[config.mk]
export PLATFORM = sky130hd
export DESIGN_NAME = aus_unwrap
export DESIGN_NICKNAME = d
export VERILOG_FILES = /design/src/rtl/aus_pkg.sv /design/src/rtl/aus_unwrap.sv
export SDC_FILE = /design/constraint.sdc
export NUM_CORES = 1
export LEC_CHECK = 0
export BUFFER_PORTS_ARGS = -buffer_cell sky130_fd_sc_hd__buf_2
export CAP_MARGIN = 0
export CORE_ASPECT_RATIO = 1.75
export CORE_MARGIN = 1
export CORE_UTILIZATION = 32
export DETAILED_ROUTE_END_ITERATION = 10
export GPL_TIMING_DRIVEN = 0
export PLACE_DENSITY = 0.62
export SYNTH_ARGS = -nofsm -noshare
export SYNTH_HDL_FRONTEND = slang
export SYNTH_SLANG_ARGS = --single-unit
[constraint.sdc]
create_clock -name vclk -period 8.1
set_input_delay 0.81 -clock vclk [all_inputs]
set_output_delay 0.81 -clock vclk [all_outputs]
set_load 0.005 [all_outputs]
[src/rtl/aus_pkg.sv]
package aus_pkg;

    // Number of orientation axes handled side by side.
    localparam int AXES = 3;

    // Field widths fixed by the interface.
    localparam int RAW_W   = 16;
    localparam int OUT_W   = 32;
    localparam int ALPHA_W = 16;

    // Raw deltas are formed with headroom so that the wrap never overflows.
    localparam int DELTA_W = 18;

    // Half and full turn in 1/64 degree units.
    localparam logic signed [DELTA_W-1:0] HALF_TURN = 18'sd11520;
    localparam logic signed [DELTA_W-1:0] FULL_TURN = 18'sd23040;

    // Reset value of the smoothing weight, Q0.16.
    localparam logic [ALPHA_W-1:0] ALPHA_RESET = 16'd53216;

endpackage

[src/rtl/aus_unwrap.sv]
module aus_unwrap #(
    parameter int ACC_BITS = 32
) (
    input  logic signed [aus_pkg::RAW_W-1:0] i_raw,
    input  logic signed [aus_pkg::RAW_W-1:0] i_prev,
    input  logic signed [ACC_BITS-1:0]       i_cont,
    output logic signed [ACC_BITS-1:0]       o_cont
);

    logic signed [aus_pkg::DELTA_W-1:0] delta_raw;
    logic signed [aus_pkg::DELTA_W-1:0] delta_hi;
    logic signed [aus_pkg::DELTA_W-1:0] delta;
    logic signed [ACC_BITS:0]           sum;

    // The change is wrapped once: first from above, then, tested on that
    // result, from below.
    assign delta_raw = aus_pkg::DELTA_W'(i_raw) - aus_pkg::DELTA_W'(i_prev);
    assign delta_hi  = (delta_raw > aus_pkg::HALF_TURN) ?
                       delta_raw - aus_pkg::FULL_TURN : delta_raw;
    assign delta     = (delta_hi < -aus_pkg::HALF_TURN) ?
                       delta_hi + aus_pkg::FULL_TURN : delta_hi;

    assign sum = (ACC_BITS+1)'(i_cont) + (ACC_BITS+1)'(delta);

    // Saturate to the accumulator range when the two top bits disagree.
    always_comb begin
        if (sum[ACC_BITS] != sum[ACC_BITS-1]) begin
            o_cont = sum[ACC_BITS] ? {1'b1, {(ACC_BITS-1){1'b0}}}
                                   : {1'b0, {(ACC_BITS-1){1'b1}}};
        end else begin
            o_cont = $signed(sum[ACC_BITS-1:0]);
        end
    end

endmodule

Word level (Yosys, flattened, before mapping):

Cells that the tools add are included.
W data, S select, Z words.

* register bits: 0
* logic and storage cells: 11
* bits of input ports: 64

* mux-type cells: 4
* equal/unequal tests: 1
* magnitude comparators: 2
* add/sub/neg operators: 4

Operators with widths (count)
* $mux W32: 2
* $mux W18: 2
* $add A32 B18 Y33: 1
* $add A18 B16 Y18 const B: 1
* $lt A18 B15 Y1 const B: 1
* $sub A17 B16 Y18 const B: 1
* $gt A17 B15 Y1 const B: 1
* $sub A16 B16 Y17: 1
* $ne A1 B1 Y1: 1

Depth between registers and ports, before layout:

Gate-level depths: netlist (run 1).

* word-level depth: 8
* gate-level depth with buffers: 33

Worst setup path before layout (run 1):

No wires, ideal clock.

* path type: input-to-output
* start point: input port i_raw[0] in the netlist's numbering
* end point: output port o_cont[23]
* arrival time: 8.053 ns
* path buffers: 1
* setup slack: -0.763 ns
* cell stages on the path: 32
* cells stage by stage: inv_1 ha_1 fa_1 inv_1 or3_1 a2111oi_0 or4b_1 a31o_2 a211oi_4 nand2b_1 nor2_1 xnor2_1 ha_1 inv_1 nand3_1 or3_1 a31oi_1 nor2_1 a21oi_1 ha_1 a21oi_1 nand2_1 a21o_1 and2_1 o32ai_1 a21boi_0 o311ai_1 nand4_1 a22oi_1 nor2_1 clkbuf_1 o21ai_0

* longest elaborated chain between the ends: 8
* elaborated cells on any way between the ends: 11
* classes of those cells: add/sub (4); order compare (2); eq/ne (1); mux (4)

RTL lines
* start: declaration: line aus_unwrap.sv:4 `input logic signed [aus_pkg::RAW_W-1:0] i_raw,`
* $sub A16 B16 Y17 *: line aus_unwrap.sv:17 `assign delta_raw = aus_pkg::DELTA_W'(i_raw) - aus_pkg::DELTA_W'(i_prev);`
* $sub A17 B16 Y18 or $gt A17 B15 Y1 (tied branches): line aus_unwrap.sv:19, aus_unwrap.sv:18
* $mux W18 *: line aus_unwrap.sv:18 `assign delta_hi = (delta_raw > aus_pkg::HALF_TURN) ?`
* $add A18 B16 Y18 or $lt A18 B15 Y1 (tied branches): line aus_unwrap.sv:21, aus_unwrap.sv:20
* $mux W18 *: line aus_unwrap.sv:20 `assign delta = (delta_hi < -aus_pkg::HALF_TURN) ?`
* $add A32 B18 Y33 *: line aus_unwrap.sv:23 `assign sum = (ACC_BITS+1)'(i_cont) + (ACC_BITS+1)'(delta);`
* $mux W32 or $ne A1 B1 Y1 (tied branches): line aus_unwrap.sv:28, aus_unwrap.sv:27
* $mux W32 *: line aus_unwrap.sv:27 `if (sum[ACC_BITS] != sum[ACC_BITS-1]) begin`
* end: declaration: line aus_unwrap.sv:7 `output logic signed [ACC_BITS-1:0] o_cont`

Mark *: on every way between the ends. The rest lies on a longest branch, timed or not.

Final worst setup path (run 1):

* start point: input port i_raw[0] in the netlist's numbering
* end point: output port o_cont[7]

The elaborated chain is that of the path after synthesis.

==> results.tsv, run 1 <==
metric	value	unit
status	completed	
gp_congestion	0.872	
ys_warn_count	0	
p_leak	2.16	nW
cp_data_arrival_time	7.16	ns
dr.first_iter.drc_count	153	
num-nets-final	712	
wl	10600	µm
drtPass1Iterations	4	
n_antenna_cell	0	
switching_share	0.523	
wl_per_cell	14.8	µm
min_period_over_period	0.984	
ys_seq_area_frac	0	
final_area	4590	µm²
drtAntennaViolNets	0	
p_switching	0.849	mW
min_path_type	primary input to primary output	
worst-setup-path-type	primary input to primary output	
final_cells	718	
start_util	0.327	
io-pin-count	96	
comb_power_share	1.000	
syn-num-nets	586	
io_buffers	96	
holdPathEnd	o_cont[0]	
slew_violations	0	
core	9790	µm²
drive_gt1_frac	0.364	
p_per_area	354	nW/µm²
synthCells	469	
p_int	0.775	mW
placed_area	3860	µm²
endpoint_kind	primary output	
synth.avg_cell_area	6.83	µm²
post_drt_via_cell_ratio	5.56	
p_clk_frac	0	
grt_pass1_vias	3789	
pre_cts_ws	-1.53	ns
dp_hpwl	8360	µm
startpoint	i_raw[0]	
holdCritStartpoint	i_cont[0]	
hold-path-cell-count	5	
fin_setup_tns	0	ns
synthTopCellsByArea	ha_1, a21oi_1, xnor2_1	
slowest_stage	or4b_4	
timing.hold.ws	2.05	ns
worst_pin_slew	0.711	ns
fillCellCount	986	
setup_viol	0	
slew_headroom	0.522	
synth.distinct_cells	61	
placementRows	48	
seqPwrFrac	0	
fin_crit	7.97	ns
seq_cells	0	
rsz0062_at_grt	true	
areaGrowthSynthToFinish	43.2	%
ir_drop	0.000209	V
finalHoldViolCount	0	
grt_pass1_wl	16100	µm
synth_top_cell_by_area	ha_1	
fin_ws	0.133	ns
cp.required	7.29	ns
slowest_delay	0.51	ns
die_h	134	µm
start_kind	primary input	
max_cap_violations	0	
dr_total_vias	3990	
die_area	10400	µm²
nClkBuffers	0	
die_w	77.6	µm
syn-cell-area	3200	µm²
dp_cells	690	
grt_start_max_net_pins	11	
track_usage	0.184	
antenna_found_initial	0	
drc	0	
crit_fanout	6	
overflow	0	
seq_area	0	µm²
max_clock_freq	0.126	GHz
netlist.area_leader.share	0.199	
cell type report:
class	instances	area (µm²)	share of cell area
tap	125	156	0.0341
timing repair buffer	126	768	0.168
multi-input combinational	428	3480	0.759
buffer	7	60.1	0.0131
inverter	32	123	0.0267
synthesized netlist by cell type, types with 3 or more instances:
library cell / count
o211a_1: 4
nand4_1: 7
a21oi_1: 58
nor2_1: 28
a2111oi_0: 3
xnor2_1: 28
nand2_1: 34
xor2_1: 19
a21o_1: 20
nand2b_1: 8
inv_1: 32
or3_1: 7
nand3_1: 11
o21a_1: 8
or2_2: 3
o2111ai_1: 4
nor4_1: 3
a31oi_1: 9
and2_1: 7
nor2b_1: 3
ha_1: 51
nor3_1: 10
o21bai_1: 6
clkbuf_1: 7
maj3_1: 4
o21ai_0: 44
o32ai_1: 3
and3_1: 5
timing repair:
item | 4_1_cts | 5_1_grt
pin swaps | 18 | 22
gates resized for setup | 57 | 77
buffers inserted | 22 | 6
endpoints found under the setup margin | 32 | 32
hold buffers | 0 | 0
gates cloned | 0 | 2
critical path, delay by kind of cell:
family / cells / cell delay (ns)
compound gates: 11 / 2.50
xor+xnor: 3 / 0.41
fa+ha+maj: 4 / 1.04
buf+inv: 5 / 0.50
simple gates: 10 / 1.91
cell families (layout without fill, tap and decap cells):
family | count (synthesis) | count (layout) | share of synthesized area
fa+ha+maj | 57 | 57 | 0.224
mux | 2 | 2 | 0.00664
simple gates | 134 | 134 | 0.211
xor+xnor | 47 | 47 | 0.129
compound gates | 188 | 188 | 0.381
buf+inv | 41 | 165 | 0.0485
stage by stage:
| stage | utilization | total power [mW] |
|---|---|---|
| floorplan | - | 0.848 |
| global placement | 0.394 | 1.23 |
| detailed placement | 0.394 | 1.25 |
| CTS | 0.437 | 1.45 |
| global route | 0.468 | 1.76 |
| finish | 0.468 | 1.62 |
routing by layer:
metal / GRT usage / share of wire
met5: 0 / 0
met3: 0.00612 / 0.032
met4: 0.0629 / 0.040
met1: 0.174 / 0.36
met2: 0.400 / 0.56
worst max-delay path by stage:
stage,to,cells after the start
6_report,o_cont[7],33
5_1_grt,o_cont[7],31
4_1_cts,o_cont[13],35
3_5_place_dp,o_cont[4],33
3_3_place_gp,o_cont[7],32
2_1_floorplan,o_cont[23],30
placed cells by master (no fill, tap or decap), drive strengths merged, types with 5 or more instances in the layout:
| master | synthesis | final |
|---|---|---|
| o21bai | 6 | 6 |
| xor2 | 19 | 19 |
| xnor2 | 28 | 28 |
| nor2 | 28 | 28 |
| nand4 | 7 | 7 |
| and2 | 7 | 7 |
| inv | 32 | 32 |
| or3 | 7 | 7 |
| o21a | 8 | 8 |
| nor3 | 11 | 11 |
| buf | 2 | 130 |
| nand2b | 8 | 8 |
| nand3 | 11 | 11 |
| ha | 51 | 51 |
| a31oi | 9 | 9 |
| a21o | 20 | 20 |
| nand2 | 34 | 34 |
| o21ai | 45 | 45 |
| a21oi | 58 | 58 |
| and3 | 5 | 5 |
power by group through the flow:
stage	Sequential, mW	Combinational (mW)	Clock [mW]
final	0	1.62	0
after detailed placement	0	1.25	0
after global placement	0	1.23	0
after floorplan	0	0.848	0
after global routing	0	1.76	0
after CTS	0	1.45	0
Note: power is estimated with default switching activity, not from simulation.
==> run 2, diff against run 1 <==
- PLACE_DENSITY: 0.62 -> 0.59
==> run 2 against run 1 <==
Effect of this change: largest cell class unchanged; core utilization rose by 0.26 points; via count shrank 2.8%; sequential share of layout area unchanged; largest power group unchanged; total power grew 0.39%.
==> results.tsv, run 2 (synthesized netlist as in run 1, its figures left out) <==
metric	value	unit	change
status	completed		unchanged
n_antenna_cell	0		unchanged
post_drt_via_cell_ratio	5.44		was 5.56
comb_power_share	1.000		about the same
die_h	134	µm	unchanged
fin_ws	0.121	ns	was 0.133 ns
layout_common_cells	buf_2, a21oi_1, ha_1		unchanged
final_area	4610	µm²	was 4590 µm²
setup_viol	0		unchanged
grt_pass1_vias	3802		was 3,789
worst_pin_slew	0.716	ns	was 0.711 ns
endpoint_kind	primary output		unchanged
max_clock_freq	0.125	GHz	was 0.126 GHz
nClkBuffers	0		unchanged
drc	0		unchanged
areaGrowthSynthToFinish	44.0	%	was 43.2%
slew_headroom	0.519		was 0.522
slowest_delay	0.49	ns	was 0.51 ns
drtAntennaViolNets	0		unchanged
p_switching	0.850	mW	was 0.849 mW
dp_hpwl	8250	µm	was 8360 µm
worst-setup-path-type	primary input to primary output		unchanged
finalPower	1.63	mW	was 1.62 mW
min_period_over_period	0.985		was 0.984
pre_cts_ws	-1.65	ns	was -1.53 ns
finalHoldViolCount	0		unchanged
p_int	0.780	mW	was 0.775 mW
crit_family	compound AO/OA/AOI/OAI gates		unchanged
seq_area	0	µm²	unchanged
start_util	0.327		unchanged
switching_share	0.521		was 0.523
seq_cells	0		unchanged
die_area	10400	µm²	unchanged
io-pin-count	96		unchanged
p_leak	2.14	nW	was 2.16 nW
start_kind	primary input		unchanged
cp.required	7.29	ns	about the same
seqPwrFrac	0		about the same
crit_fanout	6		unchanged
ir_drop	0.000224	V	was 0.000209 V
track_usage	0.184		about the same
rsz0062_at_grt	true		unchanged
gp_congestion	0.891		was 0.872
multi_input_area	3540	µm²	was 3480 µm²
placementRows	48		unchanged
cp_data_arrival_time	7.17	ns	was 7.16 ns
p_clk_frac	0		about the same
dr_total_vias	3880		was 3,990
wl_per_cell	14.4	µm	was 14.8 µm
crit_top_cell	buf_6		
num-nets-final	707		was 712
worst-path-buf-inv	7		was 5
antenna_found_initial	0		unchanged
wl	10300	µm	was 10,600 µm
max_cap_violations	0		unchanged
io_buffers	96		unchanged
cts_hold_buffers	0		unchanged
mostFrequentLayoutCell	buf_2		unchanged
slew_violations	0		unchanged
p_per_area	354	nW/µm²	about the same
fillCellCount	1022		was 986
grt_start_max_net_pins	11		unchanged
dr.first_iter.drc_count	97		was 153
slowest_stage	or4b_4		unchanged
min_path_type	primary input to primary output		unchanged
drtPass1Iterations	4		unchanged
drive_gt1_frac	0.362		was 0.364
fin_crit	7.98	ns	was 7.97 ns
die_w	77.6	µm	unchanged
core	9790	µm²	unchanged
grt_pass1_wl	16100	µm	about the same
placed_area	3860	µm²	unchanged
overflow	0		unchanged
-- run 2: cell count changes in the layout (fill, tap and decap cells not counted), sizes merged --
cell    previous run  this run
buf              130       126
clkbuf             3         2
-- run 2: layout make-up --
cell class	count	share of cell area
multi-input combinational	428	0.769
buffer	7	0.0125
inverter	32	0.0266
timing repair buffer	121	0.158
tap	125	0.0339
-- run 2: path summary, 6_finish.rpt --
kind / slack [ns] / depth (start not counted) / start / end
max: 0.12 / 33 / i_prev[2] / o_cont[13]
min: 2.04 / 5 / i_cont[0] / o_cont[0]
-- run 2: per-stage QoR --
stage / std cells / setup TNS, ns / hold slack [ns] / util
floorplan: 469 / 0 / 1.85 / -
global placement: 690 / -44.99 / 2.06 / 0.394
detailed placement: 690 / -47.48 / 2.05 / 0.394
CTS: 705 / 0 / 2.05 / 0.429
global route: 713 / -5.28 / 2.09 / 0.471
finish: 713 / 0 / 2.04 / 0.471
-- run 2: metal layers --
layer | part of all wire | wire (µm) | vias up | track usage
met5 | 0 | 0 | - | 0
met3 | 0.028 | 288 | 20 | 0.00748
li1 | - | - | 1990 | -
met2 | 0.57 | 5840 | 91 | 0.388
met1 | 0.38 | 3850 | 1779 | 0.187
met4 | 0.027 | 280 | 0 | 0.0472
-- run 2: power by group through the flow --
stage	clock network, mW	logic (mW)	registers [mW]
2_1_floorplan	0	0.848	0
3_3_place_gp	0	1.23	0
4_1_cts	0	1.40	0
3_5_place_dp	0	1.24	0
6_report	0	1.63	0
5_1_grt	0	1.77	0
-- run 2: what timing repair did --
action,CTS,global route
endpoints found under the setup margin,32,32
gates resized for setup,51,92
setup buffers,16,7
pin swaps,17,18
cloned,0,2
-- run 2: worst min-delay path, cell delays in order --
cell and delay (ns):
buf_2 0.08, ha_1 0.13, a21oi_1 0.04, nor2_1 0.07, buf_2 0.11
