`config.mk`:
```
export PLATFORM = sky130hd
export DESIGN_NAME = aus_ema
export DESIGN_NICKNAME = d
export VERILOG_FILES = /design/src/rtl/aus_pkg.sv /design/src/rtl/aus_ema.sv
export SDC_FILE = /design/constraint.sdc
export NUM_CORES = 1
export LEC_CHECK = 0
export BUFFER_PORTS_ARGS = -buffer_cell sky130_fd_sc_hd__buf_2
export CAP_MARGIN = 20
export CORE_MARGIN = 4
export CORE_UTILIZATION = 66
export DETAILED_ROUTE_END_ITERATION = 10
export PLACE_DENSITY_LB_ADDON = 0.3
export SYNTH_ARGS = -nofsm -noshare
export SYNTH_HDL_FRONTEND = slang
export SYNTH_SLANG_ARGS = --single-unit
```
`constraint.sdc`:
```
create_clock -name vclk -period 13.8
set_input_delay 1.38 -clock vclk [all_inputs]
set_output_delay 1.38 -clock vclk [all_outputs]
set_load 0.01 [all_outputs]
```
`src/rtl/aus_pkg.sv`:
```
package aus_pkg;

    // Number of orientation axes handled side by side.
    localparam int AXES = 3;

    // Field widths fixed by the interface.
    localparam int RAW_W   = 16;
    localparam int OUT_W   = 32;
    localparam int ALPHA_W = 16;

    // Raw deltas are formed with headroom so that the wrap never overflows.
    localparam int DELTA_W = 18;

    // Half and full turn in 1/64 degree units.
    localparam logic signed [DELTA_W-1:0] HALF_TURN = 18'sd11520;
    localparam logic signed [DELTA_W-1:0] FULL_TURN = 18'sd23040;

    // Reset value of the smoothing weight, Q0.16.
    localparam logic [ALPHA_W-1:0] ALPHA_RESET = 16'd53216;

endpackage

```
`src/rtl/aus_ema.sv`:
```
module aus_ema #(
    parameter int ACC_BITS = 32
) (
    input  logic [aus_pkg::ALPHA_W-1:0] i_alpha,
    input  logic signed [ACC_BITS-1:0]  i_cont,
    input  logic signed [ACC_BITS-1:0]  i_smooth,
    output logic signed [ACC_BITS-1:0]  o_smooth
);

    // alpha*s + (1-alpha)*c equals c + alpha*(s - c), so one multiplier
    // suffices and the floor of the sum is c plus the floor of the product.
    logic signed [ACC_BITS:0]                   diff;
    logic signed [aus_pkg::ALPHA_W:0]           alpha_s;
    logic signed [ACC_BITS+aus_pkg::ALPHA_W+1:0] prod;
    logic signed [ACC_BITS+1:0]                 step;
    logic signed [ACC_BITS+1:0]                 total;

    assign diff    = (ACC_BITS+1)'(i_smooth) - (ACC_BITS+1)'(i_cont);
    assign alpha_s = $signed({1'b0, i_alpha});
    assign prod    = diff * alpha_s;
    assign step    = $signed(prod[ACC_BITS+aus_pkg::ALPHA_W+1:aus_pkg::ALPHA_W]);
    assign total   = (ACC_BITS+2)'(i_cont) + step;

    // The result always lies between the two inputs, so it cannot overflow.
    assign o_smooth = $signed(total[ACC_BITS-1:0]);

endmodule
```
## Word-level counts from Yosys, hierarchy flattened

Cells that the tools add are included.

- Flip-flop bits (word level): 0
- Input port bits: 80
- Output and inout port bits: 32
- Logic and storage cells: 3

- Add/sub/neg operators: 2
- Multiply operators: 1

Operators by type and width:

| cell | number |
|---|---|
| 33-bit by 17-bit multiplier with 48-bit output | 1 |
| 32-bit by 32-bit subtractor with 33-bit output | 1 |
| 32-bit adder | 1 |

## Logic depth before layout (Yosys ltp)

Gate-level depths: netlist (run 1).

- Depth after elaboration: 3
- Mapped depth: 46
- Mapped depth without buffers: 45

## Least setup slack after synthesis (run 1)

No wires, ideal clock.

- Kind: input to output
- Start: in i_smooth[0]
- End: out o_smooth[20]
- Data arrival time: 10.673 ns
- Data required time: 12.420 ns
- Setup slack: 1.747 ns
- Stages: 43
- Cell sequence: inv_1 > ha_1 > fa_1 > nor2b_1 > o31a_1 > a21oi_1 > a21oi_1 > a31o_2 > a21oi_1 > nor2_1 > nor2_1 > xnor2_1 > clkbuf_1 > and2_1 > fa_1 > inv_1 > fa_1 > fa_1 > (+7 left out) > a2111oi_0 > nor2_1 > a21oi_2 > o21ai_0 > a21oi_1 > nor2b_1 > nor2_1 > xnor2_1 > ha_1 > nand3_1 > or2_0 > or3_1 > a21o_1 > a21boi_1 > o21ai_0 > a21boi_0 > o31ai_1 > o311ai_0

- Cells in the longest elaborated chain, start to end: 3

Ends and longest elaborated chain:

| element | line | RTL |
|---|---|---|
| start: declaration | aus_ema.sv:6 | `input logic signed [ACC_BITS-1:0] i_smooth,` |
| 32-bit by 32-bit subtractor with 33-bit output | aus_ema.sv:18 | `assign diff = (ACC_BITS+1)'(i_smooth) - (ACC_BITS+1)'(i_cont);` |
| 33-bit by 17-bit multiplier with 48-bit output | aus_ema.sv:20 | `assign prod = diff * alpha_s;` |
| 32-bit adder | aus_ema.sv:22 | `assign total = (ACC_BITS+2)'(i_cont) + step;` |
| end: declaration | aus_ema.sv:7 | `output logic signed [ACC_BITS-1:0] o_smooth` |

No other way between the ends.

## Final worst setup path (run 1)

- Start: in i_cont[0]
- End: out o_smooth[31]

- Cells in the longest elaborated chain, start to end: 3

Ends and longest elaborated chain:

| element | line | RTL |
|---|---|---|
| start: declaration | aus_ema.sv:5 | `input logic signed [ACC_BITS-1:0] i_cont,` |
| 32-bit by 32-bit subtractor with 33-bit output | aus_ema.sv:18 |  |
| 33-bit by 17-bit multiplier with 48-bit output | aus_ema.sv:20 |  |
| 32-bit adder (*) | aus_ema.sv:22 |  |

Mark *: on every way between the ends. The rest lies on a longest branch, timed or not.

==> results.py, run 1 <==
metrics = {
    "placement": {
        "globalplace.congestion": 0.939,
        "dpl.hpwl_um": 46900,
        "port_buffers": 112,
        "dp.cells": 3098,
    },
    "worst_setup_path": {
        "path_class": "in2out",
        "cp.arrival_ns": 11.91,
        "crit_buf_inv": 7,
        "cp.required_ns": 12.42,
        "end_kind": "primary output",
        "critical_path.most_common_cell": "fa_1",
        "start_kind": "input port",
        "cpLargestDelayFamily": "adder cells",
        "crit_path_max_incr_delay_ns": 0.57,
        "crit_slowest_cell": "fa_1",
        "crit_fanout": 13,
    },
    "logic_synthesis": {
        "avgSynthCellArea_um2": 8.36,
        "synth.top_cells.by_area": "fa_1 45%, inv_1 11%, ha_1 10%, and2_1 6.3%, nand2_1 5.8%",
        "syn_nets": 3355,
        "yosys.area_share.xor_xnor": 0.0366,
        "synth.mux.area_fraction": 0.00816,
        "synth_cell_types": 72,
        "synth_compound_area_frac": 0.0908,
        "ys_seq_area_frac": 0,
        "synth_area_um2": 21800,
        "yosys_warnings": 0,
        "synthAdderAreaFrac": 0.554,
        "synth_top_family_by_area": "adder cells",
        "synth_top_cell_area_share": 0.452,
        "synth_area_leader_cell": "fa_1",
        "synth-simple-area-share": 0.180,
        "synth_cells": 2605,
    },
    "floorplan": {
        "num_rows": 66,
        "fp.dieW_um": 190,
        "num_io_pins": 112,
        "dieArea_um2": 36000,
        "die_h_um": 190,
        "start_util": 0.669,
        "core_area_um2": 32500,
    },
    "sta": {
        "period_share": 0.963,
        "max_freq_mhz": 75.2,
        "period_needed_ns": 13.29,
        "slew_viol_final": 0,
        "worstMarginPinSlew_ns": 0.994,
        "max-slew-margin-rel": 0.337,
        "finalHoldViolations": 0,
        "rsz0062_at_grt": "false",
        "fin_hold_ws_ns": 3.13,
        "final-setup-viol-count": 0,
        "setup_tns_ns": 0,
    },
    "detailed_routing": {
        "drtPass1Iterations": 6,
        "vias": 17900,
        "final_antenna_net_count": 0,
        "wl_per_cell_um": 18.6,
        "viasPerCell": 5.78,
        "drt_iter0_drc": 1479,
        "drc": 0,
        "routed_wl_um": 57900,
    },
    "worst_hold_path": {
        "hold_start": "i_cont[0]",
        "holdPathStages": 3,
        "holdCritPathClass": "in2out",
        "worstHoldEndpoint": "o_smooth[0]",
    },
    "grt": {
        "grt_max_degree": 39,
        "grt_usage": 0.329,
        "antenna_found_initial": 0,
        "grt-ovfl-total": 0,
        "grt_pass1_wl_um": 95700,
        "first_global_vias": 19300,
    },
    "layout": {
        "syn_to_final_growth_pct": 5.49,
        "n_fill_cell": 2563,
        "nets": 3412,
        "nFlopsAndLatches": 0,
        "final_cells": 3102,
        "layout-drive-gt1-share": 0.0805,
        "antenna_cells": 0,
        "regArea_um2": 0,
        "fin_util": 0.706,
        "nClkBuffers": 0,
    },
    "outcome": {
        "status": "finished clean",
    },
    "job": {
        "cap_viol_max_count": 0,
    },
}
==> cell families (layout without fill, tap and decap cells) <==
family                   count (synthesis)  count (layout)
AND/OR/NAND/NOR                        796             796
buffers and inverters                  751             806
adder cells (fa/ha/maj)                670             670
AO/OA/AOI/OAI                          281             281
XOR/XNOR                                91              91
multiplexers                            16              16
==> stage by stage <==
step           worst slack (ns)  area [um^2]
4_1_cts                   0.164        22900
6_report                  0.509        23000
2_1_floorplan              1.75        21800
3_5_place_dp              0.195        22900
5_1_grt                  0.0207        23000
3_3_place_gp              0.366        22900
==> cell usage after synthesis (22+ instances only) <==
cell type / number
nand3_1: 30
clkbuf_1: 114
and2_1: 220
inv_1: 629
o21ai_0: 43
xnor2_1: 69
fa_1: 491
a21o_1: 39
nor2_1: 75
nand2b_1: 33
xor2_1: 22
ha_1: 179
o21a_1: 27
nor2b_1: 26
nand2_1: 337
a21oi_1: 62
nor3_1: 26
==> routing by layer <==
layer	up-vias	routed length (um)	global-route usage
met5	-	0	0
met4	0	2980	0.143
met3	215	4090	0.0306
met2	827	28700	0.566
met1	8929	22100	0.429
li1	7952	-	-
==> cells in the final DEF (no fill, tap or decap), types with 26 or more instances in the layout <==
master	n
ha_1	179
o21a_1	27
nor2_1	75
o21ai_0	42
xnor2_1	66
inv_1	629
a21o_1	39
buf_4	65
nor3_1	26
nor2b_1	26
nand2_1	337
nand3_1	30
fa_1	491
buf_2	112
a21oi_1	57
and2_1	220
nand2b_1	33
==> worst max path at each step <==
stage / to / slack [ns] / depth (start not counted) / startpoint
4_1_cts: o_smooth[31] / 0.16 / 43 / i_cont[1]
6_report: o_smooth[31] / 0.51 / 42 / i_cont[0]
2_1_floorplan: o_smooth[20] / 1.75 / 43 / i_smooth[0]
3_5_place_dp: o_smooth[31] / 0.19 / 43 / i_cont[1]
5_1_grt: o_smooth[31] / 0.02 / 45 / i_cont[1]
3_3_place_gp: o_smooth[31] / 0.37 / 45 / i_cont[1]
==> what timing repair did <==
| item | 4_1_cts | 5_1_grt |
|---|---|---|
| setup buffers | 0 | 3 |
| endpoints found under the setup margin | 0 | 7 |
| resized for setup | 0 | 12 |
| hold buffers | 0 | 0 |
==> final cells by class <==
cell class                      instances  area (um^2)  share of cell area
Multi-Input combinational cell       1854        19000               0.827
Inverter                              629         2360               0.103
Timing Repair Buffer                  177         1050              0.0457
Tap cell                              442          553              0.0241
Power of run 1 is left out: the tool's default activity adds up to more than one toggle a clock period on the data nets, which glitch-free logic cannot reach.
==> run 2: changes to the inputs <==
MAX_ROUTING_LAYER = met4   (was not set)
==> results.py, run 2 (synthesized netlist as in run 1, its figures left out) <==
metrics = {
    "worst_setup_path": {
        "start_kind": "input port",
        "crit_slowest_cell": "nor3_1",
        "critical_path.most_common_cell": "fa_1",
        "cp.arrival_ns": 11.83,
        "cpLargestDelayFamily": "adder cells",
        "crit_buf_inv": 9,
        "path_class": "in2out",
        "crit_fanout": 10,
        "crit_path_max_incr_delay_ns": 0.59,
        "cp.required_ns": 12.42,
        "end_kind": "primary output",
    },
    "grt": {
        "grt_max_degree": 39,
        "grt_usage": 0.340,
        "grt_pass1_wl_um": 96000,
        "antenna_found_initial": 0,
        "first_global_vias": 19500,
        "grt-ovfl-total": 0,
    },
    "detailed_routing": {
        "vias": 17700,
        "routed_wl_um": 57700,
        "drt_iter0_drc": 1162,
        "drc": 0,
        "viasPerCell": 5.72,
        "drtPass1Iterations": 5,
        "wl_per_cell_um": 18.6,
        "final_antenna_net_count": 0,
    },
    "sta": {
        "worstMarginPinSlew_ns": 1.02,
        "finalHoldViolations": 0,
        "slew_viol_final": 0,
        "max-slew-margin-rel": 0.318,
        "max_freq_mhz": 75.7,
        "final-setup-viol-count": 0,
        "fin_hold_ws_ns": 3.13,
        "period_needed_ns": 13.21,
        "period_share": 0.957,
        "fin_ws_ns": 0.594,
    },
    "layout": {
        "nFlopsAndLatches": 0,
        "layout_commonest_cell": "inv_1",
        "regArea_um2": 0,
        "layout_common_cells": "629 x inv_1, 491 x fa_1, 337 x nand2_1",
        "nets": 3405,
        "layout-drive-gt1-share": 0.0776,
        "syn_to_final_growth_pct": 5.22,
        "nClkBuffers": 0,
        "final_cells": 3096,
    },
    "placement": {
        "dp.cells": 3095,
        "port_buffers": 112,
        "place_ws_ns": 0.343,
        "globalplace.congestion": 0.944,
        "dpl.hpwl_um": 47000,
    },
    "floorplan": {
        "dieArea_um2": 36000,
        "core_area_um2": 32500,
        "num_io_pins": 112,
        "fp.dieW_um": 190,
        "num_rows": 66,
        "start_util": 0.669,
        "die_h_um": 190,
    },
    "outcome": {
        "status": "finished clean",
    },
    "job": {
        "cap_viol_max_count": 0,
    },
    "worst_hold_path": {
        "holdCritPathClass": "in2out",
    },
}
[run 2: final cells by class]
type / count / area (um^2)
timing repair buffer: 170 / 996
inverter: 629 / 2360
antenna: 1 / 2.50
fill: 2602 / 9630
tap: 442 / 553
multi-input combinational: 1854 / 19000
[run 2: worst paths after layout]
check	startpoint	endpoint	depth (start not counted)
max	i_cont[1]	o_smooth[31]	44
min	i_cont[0]	o_smooth[0]	3
[run 2: timing repair]
action                                  in CTS  in global routing
gates resized for setup                      0                 10
setup buffers                                0                  0
endpoints found under the setup margin       0                  7
hold buffers                                 0                  0
[run 2: per-stage QoR]
stage	cell area, um^2	utilization	setup TNS [ns]
after floorplan	21800	-	0
after global placement	22900	0.703	0
after detailed placement	22900	0.703	0
after CTS	22900	0.703	0
after global routing	22900	0.704	-0.00237
final	22900	0.704	0
[run 2: worst min-delay path: cells and delay by family]
family                     cells  cell delay [ns]
adders and majority gates      1             0.14
buffers and inverters          2             0.23
[run 2: routing by layer]
| layer | track usage | vias to the layer above | share of wire |
|---|---|---|---|
| met2 | 0.567 | 779 | 0.49 |
| met3 | 0.0317 | 185 | 0.072 |
| met1 | 0.435 | 8815 | 0.39 |
| met5 | - | - | 0 |
| li1 | - | 7939 | - |
| met4 | 0.136 | 0 | 0.045 |
==> run 3: changes to the inputs <==
CORE_UTILIZATION = 40   (was 66)
==> results.py, run 3 (synthesized netlist as in run 1, its figures left out) <==
metrics = {
    "layout": {
        "n_fill_cell": 5445,
        "antenna_cells": 0,
        "layout-drive-gt1-share": 0.0794,
        "nClkBuffers": 0,
        "layout_common_cells": "629 x inv_1, 491 x fa_1, 337 x nand2_1",
        "nets": 3410,
        "multi_input_area_um2": 19000,
        "nFlopsAndLatches": 0,
        "regArea_um2": 0,
        "syn_to_final_growth_pct": 6.96,
        "layout_commonest_cell": "inv_1",
    },
    "grt": {
        "grt_pass1_wl_um": 99700,
        "grt_usage": 0.223,
        "grt-ovfl-total": 0,
        "antenna_found_initial": 0,
        "first_global_vias": 18500,
        "grt_max_degree": 39,
    },
    "worst_hold_path": {
        "holdPathStages": 3,
        "worstHoldEndpoint": "o_smooth[0]",
        "holdCritPathClass": "in2out",
        "hold_start": "i_cont[0]",
    },
    "worst_setup_path": {
        "cp.arrival_ns": 12.03,
        "end_kind": "primary output",
        "cp.required_ns": 12.42,
        "crit_fanout": 16,
        "critical_path.most_common_cell": "fa_1",
        "crit_path_max_incr_delay_ns": 0.54,
        "crit_slowest_cell": "fa_1",
        "start_kind": "input port",
        "path_class": "in2out",
    },
    "job": {
        "cap_viol_max_count": 0,
    },
    "detailed_routing": {
        "viasPerCell": 5.21,
        "drtPass1Iterations": 5,
        "drt_iter0_drc": 1019,
        "wl_per_cell_um": 18.7,
        "vias": 17500,
        "routed_wl_um": 62600,
        "final_antenna_net_count": 0,
        "drc": 0,
    },
    "sta": {
        "rsz0062_at_grt": "true",
        "finalHoldViolations": 0,
        "period_needed_ns": 13.41,
        "max_freq_mhz": 74.5,
        "worstMarginPinSlew_ns": 1.03,
        "period_share": 0.972,
        "final-setup-viol-count": 0,
        "fin_hold_ws_ns": 3.11,
        "slew_viol_final": 0,
        "max-slew-margin-rel": 0.309,
    },
    "floorplan": {
        "fp.dieW_um": 241,
        "num_rows": 85,
        "dieArea_um2": 58200,
        "core_area_um2": 53800,
        "num_io_pins": 112,
        "die_h_um": 241,
        "start_util": 0.404,
    },
    "outcome": {
        "status": "finished clean",
    },
    "placement": {
        "globalplace.congestion": 0.895,
        "port_buffers": 112,
        "dpl.hpwl_um": 51100,
    },
    "clock_network": {
        "hold_buffers": 0,
    },
}
==> run 3: changes by cell type in the layout (fill, tap and decap cells not counted), sizes merged <==
| cell | previous run | this run |
|---|---|---|
| buf | 170 | 175 |
| diode | 1 | 0 |
==> run 3: worst max path at each step <==
stage,from,to,slack (ns),cells after the start
4_1_cts,i_cont[1],o_smooth[31],0.16,45
3_3_place_gp,i_cont[1],o_smooth[31],0.32,45
3_5_place_dp,i_cont[1],o_smooth[31],0.21,45
2_1_floorplan,i_smooth[0],o_smooth[20],1.75,43
5_1_grt,i_cont[0],o_smooth[31],-0.14,48
6_report,i_cont[0],o_smooth[31],0.39,48
==> run 3: what timing repair did <==
item | in CTS | in global routing
endpoints found under the setup margin | 0 | 10
gates resized for setup | 0 | 14
setup buffers | 0 | 2
==> run 3: cell type report <==
type | instances | area share
multi-input combinational | 1854 | 0.817
tap | 696 | 0.0374
timing repair buffer | 175 | 0.0444
inverter | 629 | 0.101
==> run 3: per-layer routing <==
metal	part of all wire	vias up	routed length, um	global-route usage
li1	-	7936	-	-
met1	0.42	8909	26300	0.286
met2	0.51	509	31700	0.387
met3	0.048	105	2990	0.0214
met4	0.026	0	1630	0.0496
met5	0	-	0	-
==> run 3: through the flow <==
stage	setup slack [ns]	TNS [ns]	utilization	std cells	cell area, um^2
after floorplan	1.75	0	-	2605	21800
after detailed placement	0.205	0	0.431	3352	23200
after CTS	0.162	0	0.431	3352	23200
after global routing	-0.145	-0.332	0.433	3354	23300
after global placement	0.318	0	0.431	3352	23200
final	0.386	0	0.433	3354	23300
==> run 3: critical path: cells and delay by family <==
kind | cells | cell delay, ns
simple gates | 10 | 1.99
buf+inv | 10 | 1.23
xor+xnor | 4 | 0.58
compound gates | 14 | 2.37
fa+ha+maj | 10 | 4.45
Power of run 3 is left out for the same reason.
